$ cat config.mk
export PLATFORM = sky130hd
export DESIGN_NAME = xmodem_checksum_receiver
export DESIGN_NICKNAME = d
export VERILOG_FILES = /design/src/rtl/core/xcr_pkg.sv /design/src/rtl/core/xcr_ram.sv /design/src/rtl/core/xmodem_checksum_receiver.sv
export VERILOG_INCLUDE_DIRS = /design/src /design/src/rtl/core
export SDC_FILE = /design/constraint.sdc
export NUM_CORES = 1
export LEC_CHECK = 0
export ABC_AREA = 1
export BUFFER_PORTS_ARGS = -buffer_cell sky130_fd_sc_hd__buf_2
export CAP_MARGIN = 20
export CELL_PAD_IN_SITES_DETAIL_PLACEMENT = 0
export CELL_PAD_IN_SITES_GLOBAL_PLACEMENT = 1
export CORE_MARGIN = 2
export CORE_UTILIZATION = 46
export CTS_CLUSTER_SIZE = 12
export DETAILED_ROUTE_END_ITERATION = 8
export PLACE_DENSITY_LB_ADDON = 0.1
export RECOVER_POWER = 100
export SETUP_SLACK_MARGIN = 0.5
export SYNTH_ARGS = -nofsm -noshare
export SYNTH_HDL_FRONTEND = slang
export SYNTH_HIERARCHICAL = 1
export SYNTH_SLANG_ARGS = --single-unit
$ cat constraint.sdc
create_clock -name clk -period 2.95 [get_ports clk]
set_input_delay 0.4425 -clock clk [delete_from_list [all_inputs] [get_ports clk]]
set_output_delay 0.4425 -clock clk [all_outputs]
set_load 0.01 [all_outputs]
$ cat src/rtl/core/xmodem_checksum_receiver_macros.svh
// assertion macros for the xmodem checksum receiver
// no dependencies; included by modules that carry concurrent checks
`ifndef XMODEM_CHECKSUM_RECEIVER_MACROS_SVH
`define XMODEM_CHECKSUM_RECEIVER_MACROS_SVH

`ifndef SYNTHESIS

// condition holds at every edge outside reset
`define XCR_ASSERT_ALWAYS(name, clk, rst, cond) \
  name: assert property (@(posedge clk) disable iff (rst) (cond)) \
    else $error("invariant violated");

// consequence holds in the same cycle as the trigger
`define XCR_ASSERT_IMPLIES(name, clk, rst, trig, cons) \
  name: assert property (@(posedge clk) disable iff (rst) (trig) |-> (cons)) \
    else $error("implication violated");

// consequence holds in the cycle after the trigger
`define XCR_ASSERT_NEXT(name, clk, rst, trig, cons) \
  name: assert property (@(posedge clk) disable iff (rst) (trig) |=> (cons)) \
    else $error("next-cycle implication violated");

`else

`define XCR_ASSERT_ALWAYS(name, clk, rst, cond)
`define XCR_ASSERT_IMPLIES(name, clk, rst, trig, cons)
`define XCR_ASSERT_NEXT(name, clk, rst, trig, cons)

`endif

`endif

$ cat src/rtl/core/xcr_pkg.sv
// shared types, codes and constants of the xmodem checksum receiver
// no dependencies; imported by the top level
package xcr_pkg;

  // defaults
  localparam int PACKET_BYTES_DEF = 132;
  localparam int FIFO_DEPTH_DEF   = 4;

  // configuration port
  localparam int CFG_W     = 12;
  localparam int CFG_IDX_W = 1;
  localparam logic [CFG_IDX_W-1:0] CFG_INCOMPLETE_TICKS = 1'b0;
  localparam logic [CFG_IDX_W-1:0] CFG_END_TICKS        = 1'b1;
  localparam logic [CFG_W-1:0] INCOMPLETE_TICKS_RST = 12'd1200;
  localparam logic [CFG_W-1:0] END_TICKS_RST        = 12'd240;

  // link codes
  localparam logic [7:0] ACK_CODE = 8'h06;
  localparam logic [7:0] NAK_CODE = 8'h15;
  localparam logic [7:0] EOT_CODE = 8'h04;
  localparam logic [7:0] CAN_CODE = 8'h18;

  // input commands
  localparam logic [1:0] CMD_BYTE = 2'd0;
  localparam logic [1:0] CMD_TICK = 2'd1;
  localparam logic [1:0] CMD_PULL = 2'd2;

  // led modes
  localparam logic [2:0] LED_NONE      = 3'd0;
  localparam logic [2:0] LED_BLINK_1HZ = 3'd1;
  localparam logic [2:0] LED_BLINK_2HZ = 3'd2;
  localparam logic [2:0] LED_STANDBY   = 3'd3;
  localparam logic [2:0] LED_NORMAL    = 3'd4;

  localparam logic [1:0] RETRY_MAX = 2'd3;

  typedef struct packed {
    logic [1:0] cmd;
    logic [7:0] rx_byte;
    logic       display_empty;
  } in_item_t;

  typedef struct packed {
    logic       link_valid;
    logic [7:0] link_byte;
    logic       display_valid;
    logic [7:0] display_byte;
    logic [2:0] led_mode;
    logic [1:0] retry_count;
    logic       last_of_run;
  } out_item_t;

  // reply or led result with no display byte
  function automatic out_item_t reply(input logic lv, input logic [7:0] lb,
                                      input logic [2:0] led, input logic [1:0] retry);
    out_item_t r;
    r = '0;
    r.link_valid  = lv;
    r.link_byte   = lb;
    r.led_mode    = led;
    r.retry_count = retry;
    return r;
  endfunction

endpackage

$ cat src/rtl/core/xcr_ram.sv
// generic single-port-write, single-port-read ram with registered read
// no dependencies
module xcr_ram #(
  parameter int WIDTH = 8,
  parameter int DEPTH = 128
) (
  input  logic                     clk,
  input  logic                     we,
  input  logic [$clog2(DEPTH)-1:0] waddr,
  input  logic [WIDTH-1:0]         wdata,
  input  logic                     re,
  input  logic [$clog2(DEPTH)-1:0] raddr,
  output logic [WIDTH-1:0]         rdata
);

  logic [WIDTH-1:0] mem [DEPTH];

  // write port
  always_ff @(posedge clk) begin
    if (we) begin
      mem[waddr] <= wdata;
    end
  end

  // registered read port
  always_ff @(posedge clk) begin
    if (re) begin
      rdata <= mem[raddr];
    end
  end

endmodule

$ cat src/rtl/core/xmodem_checksum_receiver.sv
// xmodem checksum receiver: packet collection, validation, drain and timers.
// path: an item's results pass from the state stage through the ram read / result stage
// into a 4-entry output buffer.
// throughput: one item per cycle; in_ready drops only while the output buffer
// plus the result stage could not take two more results.
// reset: synchronous, clears all control state and loads register defaults;
// the packet ram is not cleared and needs no clearing pass.
module xmodem_checksum_receiver #(
  parameter int PACKET_BYTES = xcr_pkg::PACKET_BYTES_DEF
) (
  input  logic                           clk,
  input  logic                           rst,
  input  logic                           in_valid,
  output logic                           in_ready,
  input  xcr_pkg::in_item_t              in_data,
  output logic                           out_valid,
  input  logic                           out_ready,
  output xcr_pkg::out_item_t             out_data,
  input  logic                           cfg_we,
  input  logic [xcr_pkg::CFG_IDX_W-1:0]  cfg_index,
  input  logic [xcr_pkg::CFG_W-1:0]      cfg_data
);
  import xcr_pkg::*;

`include "xmodem_checksum_receiver_macros.svh"

  localparam int FIFO_DEPTH    = FIFO_DEPTH_DEF;
  localparam int PAYLOAD_BYTES = PACKET_BYTES - 4;
  localparam int ADDR_W        = $clog2(PAYLOAD_BYTES);
  localparam int FILL_W        = $clog2(PACKET_BYTES + 1);
  localparam int DRAIN_W       = $clog2(PAYLOAD_BYTES + 1);
  localparam int PTR_W         = $clog2(FIFO_DEPTH);
  localparam int COUNT_W       = $clog2(FIFO_DEPTH + 1);

  // configuration registers
  logic [CFG_W-1:0] incomplete_ticks;
  logic [CFG_W-1:0] end_ticks;

  // receiver state
  logic               draining,          draining_next;
  logic [FILL_W-1:0]  fill_count,        fill_count_next;
  logic [7:0]         first_byte,        first_byte_next;
  logic [7:0]         seq_byte,          seq_byte_next;
  logic [7:0]         seq_complement,    seq_complement_next;
  logic [7:0]         expected_last_seq, expected_last_seq_next;
  logic [7:0]         running_sum,       running_sum_next;
  logic               idle_flag,         idle_flag_next;
  logic [1:0]         retries,           retries_next;
  logic [CFG_W-1:0]   incomplete_timer,  incomplete_timer_next;
  logic               incomplete_armed,  incomplete_armed_next;
  logic [CFG_W-1:0]   end_timer,         end_timer_next;
  logic               end_armed,         end_armed_next;
  logic [DRAIN_W-1:0] drain_index,       drain_index_next;

  // stage-0 results
  logic       in_fire;
  logic [1:0] res_n;
  out_item_t  res0, res1;
  logic       res_disp;

  // packet ram
  logic              mem_we, mem_re;
  logic [ADDR_W-1:0] mem_waddr;
  logic [FILL_W-1:0] store_off;
  logic [7:0]        mem_rdata;

  // result stage
  logic [1:0] s1_n;
  out_item_t  s1_r0, s1_r1, s1_e0;
  logic       s1_disp;

  // output buffer
  out_item_t          fifo_mem [FIFO_DEPTH];
  logic [PTR_W-1:0]   wr_ptr, rd_ptr;
  logic [COUNT_W-1:0] fifo_count;
  logic               pop;

  assign in_fire   = in_valid && in_ready;
  assign store_off = fill_count - FILL_W'(3);
  assign mem_waddr = store_off[ADDR_W-1:0];

  // configuration writes
  always_ff @(posedge clk) begin
    if (rst) begin
      incomplete_ticks <= INCOMPLETE_TICKS_RST;
      end_ticks        <= END_TICKS_RST;
    end else if (cfg_we) begin
      case (cfg_index)
        CFG_INCOMPLETE_TICKS: incomplete_ticks <= cfg_data;
        CFG_END_TICKS:        end_ticks        <= cfg_data;
        default: ;
      endcase
    end
  end

  // per-item state update and result generation
  always_comb begin
    logic [1:0]        retries_cur;
    logic [FILL_W-1:0] fill_cur;
    logic [2:0]        led_inc;
    logic [CFG_W-1:0]  it_dec;
    logic [CFG_W-1:0]  et_dec;
    out_item_t         end_res;

    draining_next          = draining;
    fill_count_next        = fill_count;
    first_byte_next        = first_byte;
    seq_byte_next          = seq_byte;
    seq_complement_next    = seq_complement;
    expected_last_seq_next = expected_last_seq;
    running_sum_next       = running_sum;
    idle_flag_next         = idle_flag;
    retries_next           = retries;
    incomplete_timer_next  = incomplete_timer;
    incomplete_armed_next  = incomplete_armed;
    end_timer_next         = end_timer;
    end_armed_next         = end_armed;
    drain_index_next       = drain_index;
    mem_we   = 1'b0;
    mem_re   = 1'b0;
    res_n    = 2'd0;
    res0     = '0;
    res1     = '0;
    res_disp = 1'b0;
    retries_cur = retries;
    fill_cur    = fill_count;
    led_inc     = LED_NONE;
    end_res     = '0;

    // timers count down only while armed and above zero
    it_dec = (incomplete_armed && incomplete_timer != '0) ?
             incomplete_timer - CFG_W'(1) : incomplete_timer;
    et_dec = (end_armed && end_timer != '0) ? end_timer - CFG_W'(1) : end_timer;

    if (in_fire) begin
      case (in_data.cmd)
        CMD_BYTE: begin
          if (!draining) begin
            // header, payload or checksum byte
            if (fill_count == FILL_W'(0)) begin
              first_byte_next = in_data.rx_byte;
            end else if (fill_count == FILL_W'(1)) begin
              seq_byte_next = in_data.rx_byte;
            end else if (fill_count == FILL_W'(2)) begin
              seq_complement_next = in_data.rx_byte;
            end else if (fill_count < FILL_W'(PACKET_BYTES - 1)) begin
              mem_we           = 1'b1;
              running_sum_next = running_sum + in_data.rx_byte;
            end
            fill_count_next       = fill_count + FILL_W'(1);
            incomplete_timer_next = incomplete_ticks;
            incomplete_armed_next = 1'b1;
            end_timer_next        = end_ticks;
            end_armed_next        = 1'b1;
            // checksum byte completes the packet
            if (fill_count == FILL_W'(PACKET_BYTES - 1)) begin
              fill_count_next  = '0;
              running_sum_next = '0;
              idle_flag_next   = 1'b0;
              retries_next     = 2'd0;
              res_n            = 2'd1;
              if (seq_byte == expected_last_seq + 8'd1 && seq_complement == ~seq_byte) begin
                if (running_sum == in_data.rx_byte) begin
                  expected_last_seq_next = seq_byte;
                  draining_next          = 1'b1;
                  drain_index_next       = '0;
                  res0 = reply(1'b0, 8'h00, LED_NORMAL, 2'd0);
                end else begin
                  res0 = reply(1'b1, NAK_CODE, LED_NONE, 2'd0);
                end
              end else if (seq_byte == expected_last_seq) begin
                res0 = reply(1'b1, ACK_CODE, LED_NONE, 2'd0);
              end else begin
                res0 = reply(1'b1, NAK_CODE, LED_NONE, 2'd0);
              end
            end
          end
        end
        CMD_TICK: begin
          incomplete_timer_next = it_dec;
          end_timer_next        = et_dec;
          if (!draining) begin
            // long silence
            if (incomplete_armed && it_dec == '0) begin
              res_n = 2'd1;
              if (idle_flag) begin
                incomplete_armed_next = 1'b0;
                res0 = reply(1'b1, NAK_CODE, LED_NONE, retries);
              end else begin
                incomplete_timer_next = incomplete_ticks;
                fill_count_next       = '0;
                running_sum_next      = '0;
                fill_cur              = '0;
                if (retries < RETRY_MAX) begin
                  retries_cur = retries + 2'd1;
                  if (retries_cur == 2'd2) begin
                    led_inc = LED_BLINK_2HZ;
                  end
                end
                retries_next = retries_cur;
                res0 = reply(1'b1, NAK_CODE, led_inc, retries_cur);
              end
            end
            // short silence: end-of-transfer check
            if (end_armed && et_dec == '0 && !idle_flag && in_data.display_empty) begin
              end_armed_next = 1'b0;
              if (fill_cur != '0 && (first_byte == EOT_CODE || first_byte == CAN_CODE)) begin
                fill_count_next        = '0;
                running_sum_next       = '0;
                incomplete_armed_next  = 1'b0;
                incomplete_timer_next  = '0;
                idle_flag_next         = 1'b1;
                seq_byte_next          = '0;
                seq_complement_next    = '0;
                expected_last_seq_next = '0;
                retries_next           = 2'd0;
                end_res = reply(1'b1, ACK_CODE, LED_STANDBY, 2'd0);
              end else begin
                end_res = reply(1'b0, 8'h00, LED_BLINK_1HZ, retries_cur);
              end
              if (res_n == 2'd0) begin
                res0 = end_res;
              end else begin
                res1 = end_res;
              end
              res_n = res_n + 2'd1;
            end
          end
        end
        CMD_PULL: begin
          if (draining) begin
            res_n = 2'd1;
            if (drain_index < DRAIN_W'(PAYLOAD_BYTES)) begin
              mem_re   = 1'b1;
              res_disp = 1'b1;
              drain_index_next = drain_index + DRAIN_W'(1);
              res0 = reply(1'b0, 8'h00, LED_NONE, retries);
              res0.display_valid = 1'b1;
            end else begin
              draining_next    = 1'b0;
              drain_index_next = '0;
              fill_count_next  = '0;
              running_sum_next = '0;
              retries_next     = 2'd0;
              idle_flag_next   = 1'b0;
              res0 = reply(1'b1, ACK_CODE, LED_NONE, 2'd0);
            end
          end
        end
        default: ;
      endcase
    end

    // mark the final result of the item
    if (res_n == 2'd1) begin
      res0.last_of_run = 1'b1;
    end else if (res_n == 2'd2) begin
      res1.last_of_run = 1'b1;
    end
  end

  // state registers
  always_ff @(posedge clk) begin
    if (rst) begin
      draining          <= 1'b0;
      fill_count        <= '0;
      first_byte        <= '0;
      seq_byte          <= '0;
      seq_complement    <= '0;
      expected_last_seq <= '0;
      running_sum       <= '0;
      idle_flag         <= 1'b1;
      retries           <= 2'd0;
      incomplete_timer  <= '0;
      incomplete_armed  <= 1'b0;
      end_timer         <= '0;
      end_armed         <= 1'b0;
      drain_index       <= '0;
    end else begin
      draining          <= draining_next;
      fill_count        <= fill_count_next;
      first_byte        <= first_byte_next;
      seq_byte          <= seq_byte_next;
      seq_complement    <= seq_complement_next;
      expected_last_seq <= expected_last_seq_next;
      running_sum       <= running_sum_next;
      idle_flag         <= idle_flag_next;
      retries           <= retries_next;
      incomplete_timer  <= incomplete_timer_next;
      incomplete_armed  <= incomplete_armed_next;
      end_timer         <= end_timer_next;
      end_armed         <= end_armed_next;
      drain_index       <= drain_index_next;
    end
  end

  // payload store; writes only while receiving, reads only while draining
  xcr_ram #(
    .WIDTH(8),
    .DEPTH(PAYLOAD_BYTES)
  ) u_store (
    .clk  (clk),
    .we   (mem_we),
    .waddr(mem_waddr),
    .wdata(in_data.rx_byte),
    .re   (mem_re),
    .raddr(drain_index[ADDR_W-1:0]),
    .rdata(mem_rdata)
  );

  // result stage, waits for the ram read
  always_ff @(posedge clk) begin
    if (rst) begin
      s1_n    <= 2'd0;
      s1_disp <= 1'b0;
    end else begin
      s1_n    <= in_fire ? res_n : 2'd0;
      s1_disp <= in_fire && res_disp;
    end
  end

  always_ff @(posedge clk) begin
    s1_r0 <= res0;
    s1_r1 <= res1;
  end

  always_comb begin
    s1_e0 = s1_r0;
    if (s1_disp) begin
      s1_e0.display_byte = mem_rdata;
    end
  end

  // output buffer, up to two results pushed per cycle
  assign pop       = out_valid && out_ready;
  assign out_valid = fifo_count != '0;
  assign out_data  = fifo_mem[rd_ptr];
  assign in_ready  = (fifo_count + COUNT_W'(s1_n)) <= COUNT_W'(FIFO_DEPTH - 2);

  always_ff @(posedge clk) begin
    if (s1_n != 2'd0) begin
      fifo_mem[wr_ptr] <= s1_e0;
    end
    if (s1_n == 2'd2) begin
      fifo_mem[wr_ptr + PTR_W'(1)] <= s1_r1;
    end
  end

  always_ff @(posedge clk) begin
    if (rst) begin
      wr_ptr     <= '0;
      rd_ptr     <= '0;
      fifo_count <= '0;
    end else begin
      wr_ptr     <= wr_ptr + PTR_W'(s1_n);
      rd_ptr     <= rd_ptr + PTR_W'(pop);
      fifo_count <= fifo_count + COUNT_W'(s1_n) - COUNT_W'(pop);
    end
  end

  // checks
  `XCR_ASSERT_ALWAYS(a_buffer_room, clk, rst, (fifo_count + COUNT_W'(s1_n)) <= COUNT_W'(FIFO_DEPTH))
  `XCR_ASSERT_IMPLIES(a_drain_no_fill, clk, rst, draining, fill_count == '0)
  `XCR_ASSERT_IMPLIES(a_no_store_in_drain, clk, rst, mem_we, !draining && !mem_re)
  `XCR_ASSERT_NEXT(a_pull_reaches_stage, clk, rst, mem_re, s1_disp && s1_n == 2'd1)

endmodule

# Word-level counts from Yosys, hierarchy flattened
# Memory sizes are Yosys's and may differ from the RTL's. A register that Yosys moved wholly into a read port is not among the register bits.
# Index checks and enable logic that the tools add are counted.
# W data, S select, Z words.
dict set report totals {
  in_bits 29
  word_cells 284
  ram_bits 1120
  ff_bits 168
  out_inout_bits 26
  memories 2
}
# memory words word_bits rd rd_ports_with_merged_regs wr line_no
set mem_list {}
lappend mem_list {u_store.mem 128 8 1 1 1 xcr_ram.sv:16} ;# logic [WIDTH-1:0] mem [DEPTH];
lappend mem_list {fifo_mem 4 24 1 1 2 xmodem_checksum_receiver.sv:73} ;# out_item_t fifo_mem [FIFO_DEPTH];
dict set report op_classes {
  mux 148
  order_cmp 4
  n_bitwise 6
  n_eq_ne 32
  n_addsub 14
  n_reduce_logical 43
}
# cell n
set ops {}
lappend ops {{$mux W8} 44}
lappend ops {{$mux W24} 11}
lappend ops {{$mux W12} 9}
lappend ops {{$pmux W24 S3} 1}
lappend ops {{$pmux W8 S2} 4}
lappend ops {{$mux W1} 48}
lappend ops {{$pmux W12 S2} 2}
lappend ops {{$pmux W8 S3} 2}
lappend ops {{$mux W2} 19}
lappend ops {{$eq A8 B8 Y1} 4}
lappend ops {{$reduce_and A9 Y1} 3}
lappend ops {{$ne A2 B2 Y1 const B} 13}
lappend ops {{$add A8 B1 Y8 const B} 3}
lappend ops {{$logic_not A12 Y1} 2}
lappend ops {{$reduce_bool A12 Y1} 2}
lappend ops {{$sub A12 B1 Y12 const B} 2}
lappend ops {{$mux W20} 1}
lappend ops {{$lt A8 B8 Y1 const B} 2}
lappend ops {{$reduce_and A7 Y1} 2}
lappend ops {{$ne A3 B3 Y1 const B} 4}
lappend ops {{$pmux W2 S3} 2}
lappend ops {{$logic_and A1 B1 Y1} 11}
lappend ops {{$reduce_and A10 Y1} 1}
lappend ops {{$add A8 B8 Y8} 1}
lappend ops {{35 further kinds} 54}

# Logic depth before layout (Yosys ltp)
# Gate-level depths: netlist of the first run.
dict set report logic_depth {
  ltp_word 19
  ltp_mapped 19
  ltp_nobuf 19
}

# Hierarchy
# Netlist of the first run, hierarchy kept.
# mod instances area_per_inst_um2 cells_per_inst seq_area_each_um2
set modules_own_cells {}
lappend modules_own_cells {xcr_ram 1 42365.6 3578 30989.7}
lappend modules_own_cells {xmodem_checksum_receiver 1 11227.0 1494 4864.7}

# Worst setup path before layout of the first run
# No wires, ideal clock.
dict set report synth_path {
  path_type {register to register}
  start {register s1_n[0]}
  end {memory u_store.mem[123][0] (enable)}
  n_path_buf 1
  required_time_ns 2.567
  synth_period_minus_slack_ns 3.248
  t_arrival_ns 2.865
  setup_ns 0.383
  setup_slack_ns -0.298
  path_stages_with_launch 11
  cell_sequence {dfxtp_1 -> ha_1 -> fa_1 -> xnor2_1 -> inv_1 -> a21oi_1 -> nand2_2 -> nor2_1 -> buf_1 -> inv_1 -> nor3_1}
}
dict set report synth_via {
  elab_chain_cells 6
}
# element line_no
set synth_lines {}
lappend synth_lines {{start: declaration} xmodem_checksum_receiver.sv:68} ;# logic [1:0] s1_n;
lappend synth_lines {{start signal: assignment} xmodem_checksum_receiver.sv:317} ;# s1_n <= in_fire ? res_n : 2'd0;
lappend synth_lines {{$add A3 B2 Y3} xmodem_checksum_receiver.sv:338} ;# assign in_ready = (fifo_count + COUNT_W'(s1_n)) <= COUNT_W'(FIFO_DEPTH - 2);
lappend synth_lines {{$le A3 B2 Y1} xmodem_checksum_receiver.sv:338}
lappend synth_lines {{named net in_ready} xmodem_checksum_receiver.sv:14} ;# output logic in_ready,
lappend synth_lines {{$logic_and A1 B1 Y1} xmodem_checksum_receiver.sv:78} ;# assign in_fire = in_valid && in_ready;
lappend synth_lines {{$mux W1} xmodem_checksum_receiver.sv:135} ;# if (in_fire) begin
lappend synth_lines {{named net mem_we} xmodem_checksum_receiver.sv:62} ;# logic mem_we, mem_re;
lappend synth_lines {{$mux W1} xcr_ram.sv:20} ;# if (we) begin
lappend synth_lines {{$mux W1 (implied by the code)} xcr_ram.sv:21} ;# mem[waddr] <= wdata;
lappend synth_lines {{end: declaration} xcr_ram.sv:16}
# The timed path passes the listed nets, and every way through them passes these cells.

# Final worst setup path of the first run
dict set report layout_path {
  start {register drain_index[1]}
  end {register u_store.rdata[4] (read register of u_store.mem), data pin}
}
dict set report layout_via {
  elab_chain_cells 5
}
# element line_no
set layout_lines {}
lappend layout_lines {{start: declaration} xmodem_checksum_receiver.sv:53} ;# logic [DRAIN_W-1:0] drain_index, drain_index_next;
lappend layout_lines {{start signal: assignment} xmodem_checksum_receiver.sv:293} ;# drain_index <= drain_index_next;
lappend layout_lines {{$lt A8 B8 Y1} xmodem_checksum_receiver.sv:233} ;# if (drain_index < DRAIN_W'(PAYLOAD_BYTES)) begin
lappend layout_lines {{$mux W1} xmodem_checksum_receiver.sv:233}
lappend layout_lines {{$mux W1} xmodem_checksum_receiver.sv:231} ;# if (draining) begin
lappend layout_lines {{$mux W1} xmodem_checksum_receiver.sv:136} ;# case (in_data.cmd)
lappend layout_lines {{$mux W1} xmodem_checksum_receiver.sv:135}
lappend layout_lines {{end: declaration} xcr_ram.sv:13} ;# output logic [WIDTH-1:0] rdata
# Parallel ways exist; a longest one is shown, timed or not.
# A chain may end at the register's enable or synchronous reset.

==> results of run 1 <==
-- report_power, final --
part	leakage, nW	switching (mW)	internal [mW]
logic	9.98	2.86	1.37
registers	11.2	0.149	19.2
clock network	2.07	6.74	9.56
total	23.2	9.76	30.2
-- what timing repair did --
item | CTS | global route
hold buffers | 12 | 0
resized for setup | 147 | 370
pin swaps | 56 | 95
setup endpoints to repair | 1143 | 1152
gates cloned | 6 | 18
buffers inserted | 45 | 57
endpoints found under the hold margin | 24 | 0
-- worst register-to-register path, delay by kind of cell, from the launching register on --
kind                   cells  cell delay [ps]
flip-flops                 1              440
buffers and inverters      2              780
AND/OR/NAND/NOR            9             1200
-- metrics by stage --
| stage | power (mW) | utilization (%) | std cells | TNS [ps] | setup slack, ps |
|---|---|---|---|---|---|
| 3_3_place_gp | 23.19 | 48.94 | 6593 | 0 | 30.03 |
| 2_1_floorplan | 21.90 | - | 5076 | 0 | 252.2 |
| 6_report | 39.92 | 55.13 | 6965 | 0 | 230.7 |
| 5_1_grt | 41.32 | 55.13 | 6965 | 0 | 81.77 |
| 3_5_place_dp | 23.19 | 48.94 | 6593 | -164.8 | -20.78 |
| 4_1_cts | 39.78 | 53.66 | 6890 | 0 | 298.9 |
-- registers in the layout, summed over array words and instances (netlist names), 3 cells and up --
name,flops
fifo_count,3
fifo_mem,72
incomplete_timer,12
s1_e0,10
expected_last_seq,8
fill_count,8
first_byte,8
end_timer,12
running_sum,8
end_ticks,12
incomplete_ticks,12
s1_r1,5
u_store/rdata,8
seq_byte,8
seq_complement,8
drain_index,8
u_store/mem,1024
-- cell families (layout without fill, tap and decap cells) --
family | after synthesis | in the layout
buffers and inverters | 468 | 828
AND/OR/NAND/NOR | 2974 | 2979
AO/OA/AOI/OAI | 327 | 327
other | 1 | 5
flip-flops | 1239 | 1239
XOR/XNOR | 35 | 35
adder cells (fa/ha/maj) | 28 | 28
-- layer usage --
layer,vias up,track usage (%),routed length [um]
met5,-,0,0
met4,0,6.749,3408
met2,1222,38.80,71500
met1,18800,37.14,71680
met3,203,2.921,9353
li1,18200,-,-
-- final timing paths --
path,from,to,slack [ps],cells after the start
max,drain_index[1]$_SDFFE_PP0P_,u_store/rdata[4]$_DFFE_PP_,230,11
min,in_data[2],first_byte[1]$_SDFFE_PP0P_,150,3
max reg2reg,drain_index[1]$_SDFFE_PP0P_,u_store/rdata[4]$_DFFE_PP_,230,11
min reg2reg,seq_complement[6]$_SDFFE_PP0P_,seq_complement[6]$_SDFFE_PP0P_,470,2
-- area by class of cell --
type                       instances  area (um2)
fill                           10070       52000
sequential                      1239       35880
multi-input combinational       3374       16770
timing repair buffer             421        4345
clock buffer                     192        3826
tap                             1524        1907
inverter                         169       695.7
clock inverter                    42       421.7
timing repair inverter             4       45.04
-- layout by cell type (no fill, tap or decap), types with 34 or more instances in the layout --
master	instances
clkbuf_16	156
buf_4	156
nor2_1	289
clkbuf_1	78
buf_12	51
nand3_1	984
nand2_2	45
a21oi_1	79
o21ai_0	135
clkbuf_2	34
dfxtp_1	121
edfxtp_1	1104
inv_1	141
buf_6	61
nor2_4	82
a21oi_2	36
nand2_1	1419
==> metrics.txt, run 1 <==
# TYPE chip_impl_metric gauge
chip_impl_info{name="outcome",value="finished, violations left"} 1
chip_impl_info{name="violations",value="capacitance limit, slew limit"} 1
chip_impl_metric{name="track_usage",unit="%"} 24.93
chip_impl_info{name="hold_path.class",value="in2reg"} 1
chip_impl_metric{name="layout-drive-gt1-share",unit="%"} 16.10
chip_impl_metric{name="synth_warn",unit=""} 6
chip_impl_metric{name="vdd_drop_max",unit="uV"} 527.5
chip_impl_metric{name="placeableCoreArea",unit="um2"} 115900
chip_impl_metric{name="cts.path.max_buffers",unit=""} 3
chip_impl_metric{name="clk_sink_count",unit=""} 1239
chip_impl_info{name="synth.most_common_cell",value="nand2_1"} 1
chip_impl_info{name="netlist_top_cells_count",value="1,462 x nand2_1, 1,104 x edfxtp_1, 1,013 x nand3_1"} 1
chip_impl_info{name="critical_path.startpoint_type",value="flip-flop"} 1
chip_impl_metric{name="antenna_cells_inserted",unit=""} 0
chip_impl_metric{name="route.detailed.drc",unit=""} 0
chip_impl_metric{name="fin_worst_hold_slack",unit="ps"} 151.9
chip_impl_metric{name="areaGrowthSynthToFinish",unit="%"} 19.22
chip_impl_metric{name="fmaxAchievable",unit="GHz"} 0.3677
chip_impl_metric{name="wirelength",unit="um"} 155900
chip_impl_metric{name="clkSlewWorstSetupHoldPaths",unit="ps"} 60
chip_impl_metric{name="timing.final.crit_share",unit="%"} 92.18
chip_impl_info{name="timing.critical_path.to_type",value="flip-flop"} 1
chip_impl_info{name="cp_common_cell",value="nand2_1"} 1
chip_impl_metric{name="std_cell_rows",unit=""} 125
chip_impl_metric{name="timing.critical_path.required",unit="ps"} 3390
chip_impl_metric{name="antenna_left",unit=""} 0
chip_impl_metric{name="worst-slew-pin-transition",unit="ps"} 2178
chip_impl_metric{name="start_util",unit="%"} 46.24
chip_impl_metric{name="route.detailed.vias_per_inst",unit=""} 5.517
chip_impl_metric{name="dr_total_vias",unit=""} 38430
chip_impl_metric{name="final.setup_skew",unit="ps"} 24.89
chip_impl_metric{name="placedInstanceArea",unit="um2"} 56720
chip_impl_metric{name="grt_pass1_vias",unit=""} 36590
chip_impl_metric{name="detail_route.iter0.violations",unit=""} 3686
chip_impl_info{name="tritoncts_clock_tree",value="done"} 1
chip_impl_info{name="main_combinational_cell_family_by_area_after_synthesis",value="simple AND/OR/NAND/NOR gates"} 1
chip_impl_metric{name="cpPeakStageDelay",unit="ps"} 440
chip_impl_metric{name="final-setup-viol-count",unit=""} 0
chip_impl_metric{name="post_synth_and_or_nand_nor_area_fraction",unit="%"} 23.88
chip_impl_metric{name="postSynthCellCount",unit=""} 5072
chip_impl_info{name="worst_path_max_delay_cell",value="dfxtp_2"} 1
chip_impl_metric{name="synth_top_cell_area_share",unit="%"} 61.86
chip_impl_metric{name="postLayoutCellArea",unit="um2"} 63890
chip_impl_metric{name="grt_max_degree",unit=""} 130
chip_impl_metric{name="cts_buffers",unit=""} 137
chip_impl_metric{name="max-cap-violations",unit=""} 7
chip_impl_metric{name="grt_overflow_total",unit=""} 0
chip_impl_info{name="cp_cell_sequence",value="inv_4, buf_6, nand3_1, nand3_1, nand3_1, nand2_1, nand2_1, nand3_1, nand2_1, nand2_1, nand2_1"} 1
chip_impl_metric{name="worst-path-buf-inv",unit=""} 2
chip_impl_metric{name="fin_crit",unit="ps"} 2719
chip_impl_metric{name="top_level_ports",unit=""} 55
chip_impl_metric{name="max-slew-margin-rel",unit="%"} -45.17
chip_impl_info{name="setup.worst_path.class",value="reg2reg"} 1
chip_impl_metric{name="die_area",unit="um2"} 119300
chip_impl_metric{name="htree_num_levels",unit=""} 4
chip_impl_metric{name="worst-path-max-fanout",unit=""} 33
chip_impl_metric{name="final_hold_vios",unit=""} 0
chip_impl_metric{name="die_height",unit="um"} 345.3
chip_impl_metric{name="cellPowerDensity",unit="nW/um2"} 624.8
chip_impl_info{name="synth_area_leader_cell",value="edfxtp_1"} 1
chip_impl_metric{name="grt_pass1_wl",unit="um"} 226100
chip_impl_metric{name="number_of_storage_elements_in_the_synthesis_netlist",unit=""} 1239
chip_impl_metric{name="synth.area.mux_share",unit="%"} 0
chip_impl_metric{name="synth-async-reset-ratio",unit="%"} 0
chip_impl_metric{name="ys_seq_area_share",unit="%"} 66.90
chip_impl_metric{name="synth_area",unit="um2"} 53590
chip_impl_info{name="clock_tree_root_buffer_cell",value="clkbuf_16"} 1
chip_impl_metric{name="xor_xnor_share_of_the_synthesized_area",unit="%"} 0.5720
chip_impl_metric{name="route.detailed.wl_per_inst",unit="um"} 22.39
chip_impl_metric{name="synth_compound_area_share",unit="%"} 3.378
chip_impl_info{name="grt_setup_unrepaired",value="true"} 1
chip_impl_metric{name="dieWidth",unit="um"} 345.3
chip_impl_info{name="synth_area_leaders",value="edfxtp_1 62%, nand2_1 10%, nand3_1 9.5%"} 1
chip_impl_metric{name="grt_antenna_before_repair",unit=""} 3
chip_impl_metric{name="report.final.slew_viol_count",unit=""} 667
chip_impl_metric{name="gp_routability_congestion",unit=""} 0.8571
chip_impl_metric{name="place.port_buffers",unit=""} 50
chip_impl_metric{name="synth_enable_flop_cells",unit=""} 1104
chip_impl_metric{name="clk-insertion-delay-late",unit="ps"} 740
chip_impl_metric{name="synth_fa_ha_area_share",unit="%"} 0.6817
chip_impl_metric{name="detailedPlacementHpwl",unit="um"} 89320
chip_impl_metric{name="worstPathArrival",unit="ps"} 3160
chip_impl_metric{name="synthesis.area_per_instance",unit="um2"} 10.57
chip_impl_metric{name="leakage",unit="nW"} 23.20
chip_impl_info{name="critical-path-top-delay-family",value="simple AND/OR/NAND/NOR gates"} 1
chip_impl_info{name="synth-main-ff-cell",value="edfxtp_1"} 1
chip_impl_metric{name="synth.lib_cells_used.distinct",unit=""} 54
chip_impl_metric{name="final_nets",unit=""} 5403
chip_impl_metric{name="drtPass1Iterations",unit=""} 5
No activity file was read; power rests on OpenSTA's default activity.
==> run 2: changes to the inputs <==
--- a/config.mk
+++ b/config.mk
@@ -12,10 +12,10 @@
 export CELL_PAD_IN_SITES_DETAIL_PLACEMENT = 0
 export CELL_PAD_IN_SITES_GLOBAL_PLACEMENT = 1
 export CORE_MARGIN = 2
-export CORE_UTILIZATION = 46
+export CORE_UTILIZATION = 45
 export CTS_CLUSTER_SIZE = 12
 export DETAILED_ROUTE_END_ITERATION = 8
-export PLACE_DENSITY_LB_ADDON = 0.1
+export PLACE_DENSITY = 0.76
 export RECOVER_POWER = 100
 export SETUP_SLACK_MARGIN = 0.5
 export SYNTH_ARGS = -nofsm -noshare
==> run 2 against run 1 <==
Compared with the run above: setup slack got worse by 60 ps; worst hold slack improved by 25 ps; clock skew about the same; highest routed layer is now met5; register-to-register slack got worse by 60 ps; via count decreased by 1.7%; final cell count decreased by 0.76%; flip-flop and latch count unchanged; global-route usage decreased by 1.3 points; the run still ends with capacitance limit, slew limit left; die area increased by 2.2%; first-iteration DRC count increased by 2.6%; power decreased by 1.6%; largest cell class unchanged; cell area decreased by 2.0%.
==> metrics.txt, run 2 (synthesis results as in run 1) <==
# TYPE chip_impl_metric gauge
chip_impl_metric{name="placeableCoreArea",unit="um2"} 118100
chip_impl_metric{name="antenna_cells_inserted",unit=""} 0
chip_impl_metric{name="grt_pass1_wl",unit="um"} 217700
chip_impl_metric{name="final-setup-viol-count",unit=""} 0
chip_impl_metric{name="place.port_buffers",unit=""} 50
chip_impl_metric{name="route.detailed.wl_per_inst",unit="um"} 21.29
chip_impl_metric{name="leakage",unit="nW"} 22.71
chip_impl_metric{name="track_usage",unit="%"} 23.60
chip_impl_metric{name="clk_sink_count",unit=""} 1239
chip_impl_metric{name="top_level_ports",unit=""} 55
chip_impl_metric{name="globalRouteMet2Util",unit="%"} 38.33
chip_impl_metric{name="grt_pass1_vias",unit=""} 36220
chip_impl_info{name="timing.critical_path.to_type",value="flip-flop"} 1
chip_impl_info{name="final_common_cell",value="nand2_1"} 1
chip_impl_info{name="regMostFlops",value="u_store/mem"} 1
chip_impl_metric{name="grt_max_degree",unit=""} 135
chip_impl_metric{name="dieWidth",unit="um"} 349.1
chip_impl_info{name="tritoncts_clock_tree",value="done"} 1
chip_impl_info{name="worst_path_max_delay_cell",value="nor3_1"} 1
chip_impl_info{name="cp_common_cell",value="inv_1"} 1
chip_impl_metric{name="timing.critical_path.required",unit="ps"} 3400
chip_impl_metric{name="start_util",unit="%"} 45.39
chip_impl_metric{name="max-slew-margin-rel",unit="%"} -36.21
chip_impl_metric{name="drtPass1Iterations",unit=""} 6
chip_impl_metric{name="cpPeakStageDelay",unit="ps"} 560
chip_impl_info{name="reg_to_reg_end",value="u_store/mem[124][5]$_DFFE_PP_"} 1
chip_impl_metric{name="report.final.slew_viol_count",unit=""} 89
chip_impl_info{name="min-delay-start",value="cfg_index"} 1
chip_impl_info{name="critical_path.startpoint_type",value="flip-flop"} 1
chip_impl_metric{name="route.detailed.drc",unit=""} 0
chip_impl_metric{name="final.setup_skew",unit="ps"} 24.55
chip_impl_metric{name="htree_num_levels",unit=""} 4
chip_impl_info{name="setup.worst_path.class",value="reg2reg"} 1
chip_impl_metric{name="fin_worst_hold_slack",unit="ps"} 177.0
chip_impl_metric{name="largest_register_ff_count",unit=""} 1024
chip_impl_metric{name="max-cap-violations",unit=""} 3
chip_impl_metric{name="fillers",unit=""} 10240
chip_impl_metric{name="cellPowerDensity",unit="nW/um2"} 627.2
chip_impl_metric{name="layout-drive-gt1-share",unit="%"} 14.32
chip_impl_metric{name="worstRegToRegCells",unit=""} 7
chip_impl_info{name="worstReg2RegStart",value="fill_count[1]$_SDFFE_PP0P_"} 1
chip_impl_metric{name="cts_buffers",unit=""} 135
chip_impl_info{name="cp_cell_sequence",value="buf_4, inv_1, ha_1, nor3_1, inv_1, nor3_4, buf_12"} 1
chip_impl_info{name="hold_path.class",value="in2reg"} 1
chip_impl_metric{name="areaGrowthSynthToFinish",unit="%"} 16.84
chip_impl_metric{name="fmaxAchievable",unit="GHz"} 0.3597
chip_impl_metric{name="fin_crit",unit="ps"} 2780
chip_impl_info{name="outcome",value="finished, violations left"} 1
chip_impl_metric{name="antenna_left",unit=""} 0
chip_impl_metric{name="layout.area.seq",unit="um2"} 35890
chip_impl_info{name="violations",value="capacitance limit, slew limit"} 1
chip_impl_metric{name="final_hold_vios",unit=""} 0
chip_impl_metric{name="worst-path-max-fanout",unit=""} 8
chip_impl_info{name="clock_tree_root_buffer_cell",value="clkbuf_16"} 1
chip_impl_info{name="min_to",value="incomplete_ticks[4]$_SDFFE_PP1P_"} 1
chip_impl_info{name="grt-busiest-layer",value="met2"} 1
chip_impl_metric{name="route.detailed.vias_per_inst",unit=""} 5.466
chip_impl_metric{name="worst-slew-pin-transition",unit="ps"} 2043
chip_impl_metric{name="wirelength",unit="um"} 147200
chip_impl_metric{name="clk-insertion-delay-late",unit="ps"} 740
chip_impl_metric{name="gr-usage-met1",unit="%"} 32.85
chip_impl_info{name="grt_setup_unrepaired",value="true"} 1
chip_impl_metric{name="grt_antenna_before_repair",unit=""} 5
chip_impl_metric{name="gp_routability_congestion",unit=""} 0.8819
chip_impl_metric{name="timing.final.crit_share",unit="%"} 94.23
chip_impl_metric{name="grt_overflow_total",unit=""} 0
chip_impl_info{name="final_cell_mix",value="1,426 x nand2_1, 1,104 x edfxtp_1, 995 x nand3_1"} 1
chip_impl_metric{name="detailedPlacementHpwl",unit="um"} 87950
chip_impl_metric{name="finalPower",unit="mW"} 39.27
chip_impl_metric{name="std_cell_rows",unit=""} 126
chip_impl_metric{name="die_height",unit="um"} 349.1
chip_impl_metric{name="dr_total_vias",unit=""} 37780
chip_impl_metric{name="worstPathArrival",unit="ps"} 3230
chip_impl_metric{name="clkSlewWorstSetupHoldPaths",unit="ps"} 60
chip_impl_metric{name="cts.path.max_buffers",unit=""} 3
chip_impl_metric{name="die_area",unit="um2"} 121900
chip_impl_metric{name="detail_route.iter0.violations",unit=""} 3783
chip_impl_metric{name="whs_path_depth",unit=""} 5
chip_impl_metric{name="multi_input_area",unit="um2"} 16590
chip_impl_metric{name="final_nets",unit=""} 5341
chip_impl_metric{name="vdd_drop_max",unit="uV"} 570.9
chip_impl_metric{name="ff2ff_setup_slack",unit="ps"} 170
chip_impl_info{name="reg.largest.list",value="u_store/mem (1024), fifo_mem (72)"} 1
chip_impl_metric{name="met3_usage",unit="%"} 3.502
-- run 2: cell count changes in the layout (fill, tap and decap cells not counted), sizes merged --
cell | before | now
clkinvlp | 6 | 1
clkinv | 36 | 46
inv | 167 | 168
bufinv | 6 | 8
buf | 311 | 297
clkbuf | 290 | 232
nand2 | 1486 | 1485
-- run 2: where the power goes --
part | internal [mW] | switching [mW]
clock | 9.28 | 6.68
combinational | 1.21 | 2.72
sequential | 19.2 | 0.147
total | 29.7 | 9.55
-- run 2: per-stage QoR --
step                util [%]  setup slack (ps)  setup TNS (ps)  instance area [um2]  instances
floorplan                  -             252.2               0                54140       5076
global placement       48.06            -155.1          -19670                56750       6612
detailed placement     48.06            -82.94           -4841                56750       6612
CTS                    51.89             268.0               0                61280       6864
global route           53.03             57.21               0                62620       6912
finish                 53.03             170.3               0                62620       6912
-- run 2: worst max-delay path by stage --
| stage | from | end | slack (ps) | depth (start not counted) |
|---|---|---|---|---|
| 4_1_cts | end_timer[0]$_SDFFE_PP0P_ | incomplete_timer[1]$_SDFFE_PP0P_ | 270 | 17 |
| 3_3_place_gp | fill_count[0]$_SDFFE_PP0P_ | u_store/mem[9][1]$_DFFE_PP_ | -160 | 13 |
| 6_report | fill_count[1]$_SDFFE_PP0P_ | u_store/mem[124][5]$_DFFE_PP_ | 170 | 7 |
| 3_5_place_dp | s1_n[0]$_SDFF_PP0_ | u_store/mem[9][1]$_DFFE_PP_ | -80 | 10 |
| 5_1_grt | incomplete_timer[6]$_SDFFE_PP0P_ | s1_n[0]$_SDFF_PP0_ | 60 | 16 |
| 2_1_floorplan | s1_n[0]$_SDFF_PP0_ | u_store/mem[104][0]$_DFFE_PP_ | 250 | 10 |
-- run 2: routing by layer --
| metal | part of all wire [%] | wire length [um] |
|---|---|---|
| met1 | 43 | 63850 |
| met2 | 47 | 69740 |
| met3 | 6.7 | 9803 |
| met4 | 2.5 | 3747 |
| met5 | 0.0048 | 7 |
-- run 2: layout make-up --
| cell class | instances | share of cell area (%) |
|---|---|---|
| flip-flops and latches | 1239 | 57.32 |
| clock buffers | 176 | 5.757 |
| repair inverters | 1 | 0.009991 |
| inverters | 169 | 1.111 |
| repair buffers | 365 | 5.391 |
| multi-input cells | 3373 | 26.50 |
| clock inverters | 53 | 0.8372 |
| well taps | 1536 | 3.069 |
-- run 2: timing repair --
item                       in CTS  in global routing
setup endpoints to repair    1139               1151
gates resized for setup        36                302
cloned                          0                 15
pin swaps                      12                 56
hold buffers                   12                  0
hold endpoints to repair       23                  0
buffers inserted               11                 33
-- run 2: worst max-delay path: cells and delay by family, from the launching register on --
family,cells,cell delay [ps]
fa+ha+maj,1,390
buf+inv,4,830
flops,1,370
simple gates,2,880
